File: config.mk
export PLATFORM = sky130hd
export DESIGN_NAME = lfu_cache_table_unit
export DESIGN_NICKNAME = d
export VERILOG_FILES = /design/src/sv/lfu_pkg.sv /design/src/sv/lfu_probe_unit.sv /design/src/sv/lfu_cache_table_unit.sv
export SDC_FILE = /design/constraint.sdc
export NUM_CORES = 2
export LEC_CHECK = 0
export BUFFER_PORTS_ARGS = -buffer_cell sky130_fd_sc_hd__buf_2
export CAP_MARGIN = 25
export CORE_MARGIN = 4
export CORE_UTILIZATION = 30
export DETAILED_ROUTE_END_ITERATION = 8
export HOLD_SLACK_MARGIN = 0.12
export SLEW_MARGIN = 20
export SYNTH_ARGS = -nofsm -noshare
export SYNTH_HDL_FRONTEND = slang
export SYNTH_SLANG_ARGS = --single-unit
File: constraint.sdc
create_clock -name clock -period 19.13 [get_ports clock]
set_clock_uncertainty 0.15 [all_clocks]
set_input_delay 0.9565 -clock clock [delete_from_list [all_inputs] [get_ports clock]]
set_output_delay 0.9565 -clock clock [all_outputs]
set_load 0.02 [all_outputs]
File: src/sv/lfu_pkg.sv
// ---------------------------------------------------------------------------
// LFU cache table package
// Shared constants, default parameter values and the probe result that the
// entry compare unit hands back to the sequencer.
// ---------------------------------------------------------------------------
`default_nettype none

package lfu_pkg;

   localparam int DEF_CAPACITY   = 16;
   localparam int DEF_KEY_BITS   = 32;
   localparam int DEF_VALUE_BITS = 32;
   localparam int DEF_COUNT_BITS = 16;

   // Capacity-in-use register.
   localparam int              CSR_BITS  = 5;
   localparam logic [CSR_BITS-1:0] CSR_RESET = 5'd16;

   // Operation codes carried in the request tuser.
   localparam logic KIND_GET = 1'b0;
   localparam logic KIND_PUT = 1'b1;

   // Outcome of comparing one stored entry against the lookup key and the
   // best replacement candidate found so far.
   typedef struct packed {
      logic is_match;
      logic is_free;
      logic beats_best;
   } probe_type;

endpackage

`default_nettype wire

File: src/sv/lfu_probe_unit.sv
// ---------------------------------------------------------------------------
// LFU entry probe unit
// Compares one stored entry with the lookup key and with the current
// eviction candidate (lowest use count, oldest on a tie).
// ---------------------------------------------------------------------------
`default_nettype none

module lfu_probe_unit #(
   parameter int KEY_BITS   = lfu_pkg::DEF_KEY_BITS,
   parameter int COUNT_BITS = lfu_pkg::DEF_COUNT_BITS,
   parameter int RANK_BITS  = 4
) (
   input  wire logic                  entry_valid,
   input  wire logic [KEY_BITS-1:0]   entry_key,
   input  wire logic [COUNT_BITS-1:0] entry_count,
   input  wire logic [RANK_BITS-1:0]  entry_rank,
   input  wire logic [KEY_BITS-1:0]   look_key,
   input  wire logic                  best_seen,
   input  wire logic [COUNT_BITS-1:0] best_count,
   input  wire logic [RANK_BITS-1:0]  best_rank,
   output lfu_pkg::probe_type         probe
);
   import lfu_pkg::*;

   logic fewer_uses;
   logic older_tie;

   assign fewer_uses = entry_count < best_count;
   assign older_tie  = (entry_count == best_count) && (entry_rank > best_rank);

   always_comb begin
      probe.is_free    = !entry_valid;
      probe.is_match   = entry_valid && (entry_key == look_key);
      probe.beats_best = entry_valid && (!best_seen || fewer_uses || older_tie);
   end

endmodule

`default_nettype wire

File: src/sv/lfu_cache_table_unit.sv
// ---------------------------------------------------------------------------
// LFU cache table unit
// Key-value store with least-frequently-used replacement, least-recently-used
// tie break, walked entry by entry by a small sequencer.
// ---------------------------------------------------------------------------
// Usage:
//   A request beat on req_* carries one operation: tuser is the kind (get or
//   put), tdata holds the key in the low bits and the value above it. One
//   response beat on rsp_* follows each request: tuser bit 0 is hit, bit 1 is
//   evicted; tdata holds read_value low and evicted_key above it.
//   The csr_* channel writes the capacity-in-use register; it is always ready
//   and should only be written while no request is in flight.
// Timing:
//   A get hit or a put at non-zero capacity runs the match/victim scan and
//   then the recency update before the response beat is offered; a get
//   miss or a put at zero capacity skips the second pass. The match/victim
//   scan reads one entry per cycle and the recency update is a second pass
//   over the memory. req_tready is high only while idle, in the cycle after
//   the response is loaded, so a new request is taken only once the previous
//   one has finished. A new request may be accepted while the previous
//   response still waits; if the receiver stalls, the finished result is
//   held until the response register frees up.
// Reset:
//   Synchronous reset clears all valid bits, the entry count and the
//   sequencer, and sets the capacity register to 16. Memory contents are not
//   cleared; an entry is only looked at once its valid bit is set.
// ---------------------------------------------------------------------------
`default_nettype none

module lfu_cache_table_unit #(
   parameter int CAPACITY   = lfu_pkg::DEF_CAPACITY,
   parameter int KEY_BITS   = lfu_pkg::DEF_KEY_BITS,
   parameter int VALUE_BITS = lfu_pkg::DEF_VALUE_BITS,
   parameter int COUNT_BITS = lfu_pkg::DEF_COUNT_BITS,
   localparam int DATA_BITS = ((KEY_BITS + VALUE_BITS + 7) / 8) * 8
) (
   input  wire logic                         clock,
   input  wire logic                         reset,
   // Request channel.
   input  wire logic                         req_tvalid,
   output logic                              req_tready,
   input  wire logic [DATA_BITS-1:0]         req_tdata,   // key, value, zero pad
   input  wire logic                         req_tuser,   // kind
   // Response channel.
   output logic                              rsp_tvalid,
   input  wire logic                         rsp_tready,
   output logic [DATA_BITS-1:0]              rsp_tdata,   // read_value, evicted_key, pad
   output logic [1:0]                        rsp_tuser,   // hit, evicted
   // Capacity register write channel.
   input  wire logic                         csr_valid,
   output logic                              csr_ready,
   input  wire logic [lfu_pkg::CSR_BITS-1:0] csr_data
);
   import lfu_pkg::*;

   localparam int RANK_BITS = (CAPACITY > 1) ? $clog2(CAPACITY) : 1;
   localparam int IDX_BITS  = RANK_BITS;
   localparam int CNT_BITS  = $clog2(CAPACITY + 1);
   localparam int LIM_BITS  = (CNT_BITS > CSR_BITS) ? CNT_BITS : CSR_BITS;

   typedef struct packed {
      logic [KEY_BITS-1:0]   key;
      logic [VALUE_BITS-1:0] value;
      logic [COUNT_BITS-1:0] count;
      logic [RANK_BITS-1:0]  rank;
   } entry_type;

   typedef enum logic [2:0] {
      ST_IDLE,
      ST_SCAN,
      ST_DECIDE,
      ST_UPDATE,
      ST_FINISH
   } state_type;

   // Entry memory: one read and one write per cycle, read data registered.
   entry_type               mem [CAPACITY];
   entry_type               rd_ent_ff;
   logic [IDX_BITS-1:0]     rd_idx;
   logic                    wr_en;
   entry_type               wr_ent;

   state_type               state_ff;
   logic [CNT_BITS-1:0]     cnt_ff;
   logic                    proc_ff;
   logic [IDX_BITS-1:0]     proc_idx_ff;
   logic                    last_addr;

   logic                    kind_ff;
   logic [KEY_BITS-1:0]     key_ff;
   logic [VALUE_BITS-1:0]   val_ff;

   logic                    found_ff;
   logic [IDX_BITS-1:0]     match_idx_ff;
   entry_type               match_ent_ff;
   logic                    free_seen_ff;
   logic [IDX_BITS-1:0]     free_idx_ff;
   logic                    vic_seen_ff;
   logic [IDX_BITS-1:0]     vic_idx_ff;
   entry_type               vic_ent_ff;

   logic [IDX_BITS-1:0]     slot_ff;
   logic [RANK_BITS-1:0]    old_rank_ff;
   logic                    fresh_ff;
   entry_type               new_ent_ff;

   logic [CAPACITY-1:0]     valid_ff;
   logic [CNT_BITS-1:0]     used_ff;
   logic [CSR_BITS-1:0]     cap_ff;

   logic                    res_hit_ff;
   logic [VALUE_BITS-1:0]   res_rv_ff;
   logic                    res_ev_ff;
   logic [KEY_BITS-1:0]     res_evk_ff;

   logic                    out_valid_ff;
   logic                    out_hit_ff;
   logic [VALUE_BITS-1:0]   out_rv_ff;
   logic                    out_ev_ff;
   logic [KEY_BITS-1:0]     out_evk_ff;

   logic                    cur_valid;
   probe_type               probe;
   logic [COUNT_BITS-1:0]   bumped_count;
   logic [LIM_BITS-1:0]     cap_ext;
   logic [LIM_BITS-1:0]     limit;
   logic                    store_full;
   logic                    ages;

   // ------------------------------------------------------------------
   // Shared compare unit, fed with one entry per cycle during the scan.
   // ------------------------------------------------------------------
   assign cur_valid = valid_ff[proc_idx_ff];

   lfu_probe_unit #(
      .KEY_BITS   (KEY_BITS),
      .COUNT_BITS (COUNT_BITS),
      .RANK_BITS  (RANK_BITS)
   ) u_probe (
      .entry_valid (cur_valid),
      .entry_key   (rd_ent_ff.key),
      .entry_count (rd_ent_ff.count),
      .entry_rank  (rd_ent_ff.rank),
      .look_key    (key_ff),
      .best_seen   (vic_seen_ff),
      .best_count  (vic_ent_ff.count),
      .best_rank   (vic_ent_ff.rank),
      .probe       (probe)
   );

   // ------------------------------------------------------------------
   // Decision helpers.
   // ------------------------------------------------------------------
   assign bumped_count = (match_ent_ff.count == '1) ? match_ent_ff.count
                                                    : match_ent_ff.count + 1'b1;
   // Capacity values above the table size act as the table size.
   assign cap_ext    = LIM_BITS'(cap_ff);
   assign limit      = (cap_ext > LIM_BITS'(CAPACITY)) ? LIM_BITS'(CAPACITY) : cap_ext;
   assign store_full = LIM_BITS'(used_ff) >= limit;
   assign last_addr  = cnt_ff == CNT_BITS'(CAPACITY);

   // ------------------------------------------------------------------
   // Second pass: the touched slot gets its new contents at rank zero,
   // and every valid entry more recent than its old rank ages by one.
   // A freshly filled slot had no rank, so all other valid entries age.
   // ------------------------------------------------------------------
   assign ages = fresh_ff || (rd_ent_ff.rank < old_rank_ff);

   always_comb begin
      wr_en  = 1'b0;
      wr_ent = rd_ent_ff;
      if (state_ff == ST_UPDATE && proc_ff) begin
         if (proc_idx_ff == slot_ff) begin
            wr_en  = 1'b1;
            wr_ent = new_ent_ff;
         end else if (cur_valid && ages) begin
            wr_en       = 1'b1;
            wr_ent.rank = rd_ent_ff.rank + 1'b1;
         end
      end
   end

   assign rd_idx = cnt_ff[IDX_BITS-1:0];

   always_ff @(posedge clock) begin
      if (wr_en) begin
         mem[proc_idx_ff] <= wr_ent;
      end
      rd_ent_ff <= mem[rd_idx];
   end

   // ------------------------------------------------------------------
   // Configuration register.
   // ------------------------------------------------------------------
   assign csr_ready = 1'b1;

   always_ff @(posedge clock) begin
      if (reset) begin
         cap_ff <= CSR_RESET;
      end else if (csr_valid && csr_ready) begin
         cap_ff <= csr_data;
      end
   end

   // ------------------------------------------------------------------
   // Sequencer.
   // ------------------------------------------------------------------
   assign req_tready = state_ff == ST_IDLE;

   always_ff @(posedge clock) begin
      if (reset) begin
         state_ff     <= ST_IDLE;
         cnt_ff       <= '0;
         proc_ff      <= 1'b0;
         valid_ff     <= '0;
         used_ff      <= '0;
         out_valid_ff <= 1'b0;
      end else begin
         proc_ff     <= (state_ff == ST_SCAN || state_ff == ST_UPDATE) &&
                        (cnt_ff < CNT_BITS'(CAPACITY));
         proc_idx_ff <= rd_idx;

         if (rsp_tvalid && rsp_tready) begin
            out_valid_ff <= 1'b0;
         end

         case (state_ff)
            ST_IDLE: begin
               if (req_tvalid) begin
                  kind_ff      <= req_tuser;
                  key_ff       <= req_tdata[KEY_BITS-1:0];
                  val_ff       <= req_tdata[KEY_BITS+VALUE_BITS-1:KEY_BITS];
                  found_ff     <= 1'b0;
                  free_seen_ff <= 1'b0;
                  vic_seen_ff  <= 1'b0;
                  cnt_ff       <= '0;
                  state_ff     <= ST_SCAN;
               end
            end

            ST_SCAN: begin
               if (!last_addr) begin
                  cnt_ff <= cnt_ff + 1'b1;
               end
               if (proc_ff) begin
                  // The first matching entry wins, as does the first free one.
                  if (probe.is_match && !found_ff) begin
                     found_ff     <= 1'b1;
                     match_idx_ff <= proc_idx_ff;
                     match_ent_ff <= rd_ent_ff;
                  end
                  if (probe.is_free && !free_seen_ff) begin
                     free_seen_ff <= 1'b1;
                     free_idx_ff  <= proc_idx_ff;
                  end
                  if (probe.beats_best) begin
                     vic_seen_ff <= 1'b1;
                     vic_idx_ff  <= proc_idx_ff;
                     vic_ent_ff  <= rd_ent_ff;
                  end
               end
               if (last_addr) begin
                  state_ff <= ST_DECIDE;
               end
            end

            ST_DECIDE: begin
               res_hit_ff  <= found_ff;
               res_rv_ff   <= '0;
               res_ev_ff   <= 1'b0;
               res_evk_ff  <= '0;
               cnt_ff      <= '0;
               fresh_ff    <= 1'b0;
               state_ff    <= ST_FINISH;
               new_ent_ff.key   <= key_ff;
               new_ent_ff.value <= val_ff;
               new_ent_ff.count <= COUNT_BITS'(1);
               new_ent_ff.rank  <= '0;

               if (kind_ff == KIND_GET) begin
                  if (found_ff) begin
                     res_rv_ff        <= match_ent_ff.value;
                     new_ent_ff.value <= match_ent_ff.value;
                     new_ent_ff.count <= bumped_count;
                     slot_ff          <= match_idx_ff;
                     old_rank_ff      <= match_ent_ff.rank;
                     state_ff         <= ST_UPDATE;
                  end
               end else if (cap_ff != '0) begin
                  if (found_ff) begin
                     new_ent_ff.count <= bumped_count;
                     slot_ff          <= match_idx_ff;
                     old_rank_ff      <= match_ent_ff.rank;
                     state_ff         <= ST_UPDATE;
                  end else if (store_full) begin
                     // Evict the least used, oldest entry and reuse its slot.
                     res_ev_ff   <= 1'b1;
                     res_evk_ff  <= vic_ent_ff.key;
                     slot_ff     <= vic_idx_ff;
                     old_rank_ff <= vic_ent_ff.rank;
                     state_ff    <= ST_UPDATE;
                  end else begin
                     slot_ff               <= free_idx_ff;
                     old_rank_ff           <= '0;
                     fresh_ff              <= 1'b1;
                     valid_ff[free_idx_ff] <= 1'b1;
                     used_ff               <= used_ff + 1'b1;
                     state_ff              <= ST_UPDATE;
                  end
               end
            end

            ST_UPDATE: begin
               if (!last_addr) begin
                  cnt_ff <= cnt_ff + 1'b1;
               end else begin
                  state_ff <= ST_FINISH;
               end
            end

            ST_FINISH: begin
               if (!out_valid_ff || rsp_tready) begin
                  out_valid_ff <= 1'b1;
                  out_hit_ff   <= res_hit_ff;
                  out_rv_ff    <= res_rv_ff;
                  out_ev_ff    <= res_ev_ff;
                  out_evk_ff   <= res_evk_ff;
                  state_ff     <= ST_IDLE;
               end
            end

            default: begin
               state_ff <= ST_IDLE;
            end
         endcase
      end
   end

   assign rsp_tvalid = out_valid_ff;
   assign rsp_tuser  = {out_ev_ff, out_hit_ff};
   assign rsp_tdata  = DATA_BITS'({out_evk_ff, out_rv_ff});

endmodule

`default_nettype wire
==> results.md <==
* FF+latch count, synth at 1,873
* RSZ-0062 raised after global routing: no
* Relative slew slack at 0.2875
* Io pins at 144
* Initial antenna violation count at 22
* Total of max-cap violations at 0
* Clk slew on worst S/H paths at approximately 60 ps
* Pin count of the biggest net entering global routing at 103
* Worst vdd ir at approximately 0.10 mV
* Max Fclk at 0.2115 GHz
* Setup-failing EPs final at 0
* Clock Sink Count at roughly 1,900
* Post_cts resized at 0
* Crit-path max cell delay at between 900 and 1000 ps
* Worst path most repeated cell: buf_4
* HP Class: input pin to flop
* Drt wl/cell at 23.96 microns
* Worst-Margin Slew at roughly 1100 ps
* Maximum fanout along the worst path at 52
* FILL cells at 20,970
* Final period util at 0.2471
* Status: completed
* Final Max Slew Viols at 0
* Hold_ws at approximately 190 ps
* # port buffers at 142
* CTS tree: built
* Unique masters post-synth at about 60
* Critical Path RT at 19,380 ps
* Cts hold-fix bufs at between 40 and 50
* Starting Density at 0.3022
* Critical path class: flop to flop
* Power Density at 104.3 nW/um^2
* Clock Latency Late Sink at 810 ps
* Worst Setup End Kind: flop
* Share of cells above drive strength 1 at 0.3016
* Mapped cell area at 69,670 sq um
* Clk root buf: clkbuf_16
* CP Cell Sequence: nor2b_1, and3_1, nand3_1, nor3_4, buf_4, nor2_4, nor4_2, buf_4, buf_4
* Yosys top cell by area: edfxtp_1
* Synth Instances at just over 3,000
* Total Wirelength at 156.3 mm
* Global-route wire length before repair at between 200 and 250 mm
* Die Span Y at slightly below 500 microns
* Worst path slowest cell: buf_4
* Yosys top cell area share at 0.7556
* Yosys warning count at 0
* Final Non-Filler Cells at 6,523
* Pre-antenna DRT Iters at 7
* Placement row count at 176
* Detail Route Antenna Nets at 0
* Die width at about 500 microns
* Gr usage total at 0.1297
* Final Hold Fails at 0
* First DRT Iteration DRCs at roughly 3,000
* Post-CTS Setup Bufs at 0
* Routed via count at 31,210
* Sequential-to-total area share from yosys stat at 0.7901
* Post-placement cell count at 6,127
* DRC viols at 0
* Top cells by area, synth: edfxtp_1 (76%), mux4_2 (14%), dfxtp_1 (3.4%)
* WP data arrival at 4980 ps
* Vias in the first global route at approximately 32,000
* Setup_tns at 0 ps
* Final Critical Period at approximately 4700 ps
* Post-Syn Area per Cell at 22.98 sq um
* Core area at 230,600 sq um
* Leakage at 0.02487 uW
* Htree depth at 4
* GRT overflow at 0
* Startpoint types: flop
* Syn_nets at 3,140
* Design Power at 8426 uW
* Num CTS Buffers at 183
* P&R area growth vs syn at 15.98%
* Final HPWL DP at 88.99 mm
* Die Area at 240,000 sq um
* Final #Nets at 3,438
* Post-synth EDFFs at 1,753
* Vias per inst at 4.785
* Synth async-reset ratio at 0
* Max clock buf depth at 3
* Commonest register cell after synthesis: edfxtp_1
* GPL Wtd Cong at about 0.75
[per-stage QoR]
| stage | cell area [sq um] | worst slack, ps | util |
|---|---|---|---|
| after floorplan | 69670 | 8125 | - |
| after global placement | 74170 | 14400 | 0.3217 |
| after detailed placement | 74250 | 14340 | 0.3221 |
| after CTS | 80740 | 14290 | 0.3502 |
| after global routing | 80800 | 14050 | 0.3504 |
| final | 80800 | 14400 | 0.3505 |
[synth_stat cells (8+ instances only)]
| library cell | n |
|---|---|
| nand4_1 | 14 |
| buf_2 | 46 |
| clkbuf_1 | 76 |
| xor2_1 | 25 |
| nor2_1 | 42 |
| ha_1 | 33 |
| nand3_1 | 16 |
| o21ai_0 | 18 |
| nor4_1 | 16 |
| nand2_1 | 42 |
| nand2b_1 | 11 |
| dfxtp_1 | 120 |
| and2_1 | 65 |
| inv_1 | 34 |
| nor3_1 | 19 |
| mux2_2 | 111 |
| mux2i_1 | 12 |
| a21o_1 | 14 |
| a21oi_1 | 22 |
| xnor2_1 | 26 |
| edfxtp_1 | 1753 |
| o2bb2ai_1 | 8 |
| mux4_2 | 423 |
[power breakdown]
part,internal (uW),switching (uW),total (uW)
Combinational,127,160,287
Sequential,4510,27.6,4530
Clock,2060,1540,3600
[registers in the layout, summed over array words and instances, names as in the netlist, 5 cells and up]
name,count
mem,1344
rd_ent_ff,84
new_ent_ff,80
match_ent_ff,52
vic_ent_ff,52
key_ff,32
out_evk_ff,32
out_rv_ff,32
res_evk_ff,32
res_rv_ff,32
val_ff,32
valid_ff,16
cap_ext,5
cnt_ff,5
used_ff,5
[metal layers]
metal,part of all wire,GRT usage,vias up
met4,0.023,0.03575,8
met2,0.47,0.2033,1006
met1,0.44,0.1835,16760
met5,0.00031,0,-
met3,0.067,0.02744,206
li1,-,-,13230
[layout make-up]
class / count / area, sq um / share of cell area
flip-flops and latches: 1873 / 55060 / 0.6814
multi-input cells: 986 / 14000 / 0.1733
clock buffers: 254 / 5027 / 0.06222
well taps: 3026 / 3786 / 0.04686
repair buffers: 252 / 1732 / 0.02143
clock inverters: 92 / 1055 / 0.01305
inverters: 34 / 127.6 / 0.001579
diodes: 6 / 15.01 / 0.0001858
[placed cells by master (no fill, tap or decap), drive strengths merged, types with 8 or more instances in the layout]
master	synthesis	routed
and2	65	65
dlygate4sd3	0	41
nand4	15	15
nand2	42	42
xnor2	26	26
nor3	20	20
dfxtp	120	120
a21oi	22	22
o2bb2ai	8	8
nand2b	11	11
buf	63	211
o21ai	20	20
clkinv	0	62
mux4	424	424
xor2	25	25
nor4	19	19
mux2	112	112
nor2	43	43
clkbuf	76	254
inv	34	44
ha	33	33
mux2i	12	12
a21o	14	14
bufinv	0	15
nand3	16	16
edfxtp	1753	1753
[critical path: cells and delay by family (launching register included)]
kind	cells	cell delay [ps]
flops	1	580
buf+inv	3	2240
simple gates	6	1290
[final timing paths]
check	start	to	slack [ps]	cells after the start
worst max-delay path	state_ff[0]	mem[8][76]	14400	9
worst min-delay path	req_tdata[26]	key_ff[26]	190	1
worst max register to register	state_ff[0]	mem[8][76]	14400	9
worst min register to register	res_evk_ff[20]	out_evk_ff[20]	250	0
[cells by family after synthesis]
kind of cell / after synthesis / share of synthesized area
compound gates: 82 / 0.007849
other cells: 1 / 0.00005383
flops: 1873 / 0.7901
buf+inv: 173 / 0.01085
simple gates: 271 / 0.02188
fa+ha+maj: 33 / 0.005927
mux: 548 / 0.1570
xor+xnor: 51 / 0.006412
Power figures use the tool's default switching activity.
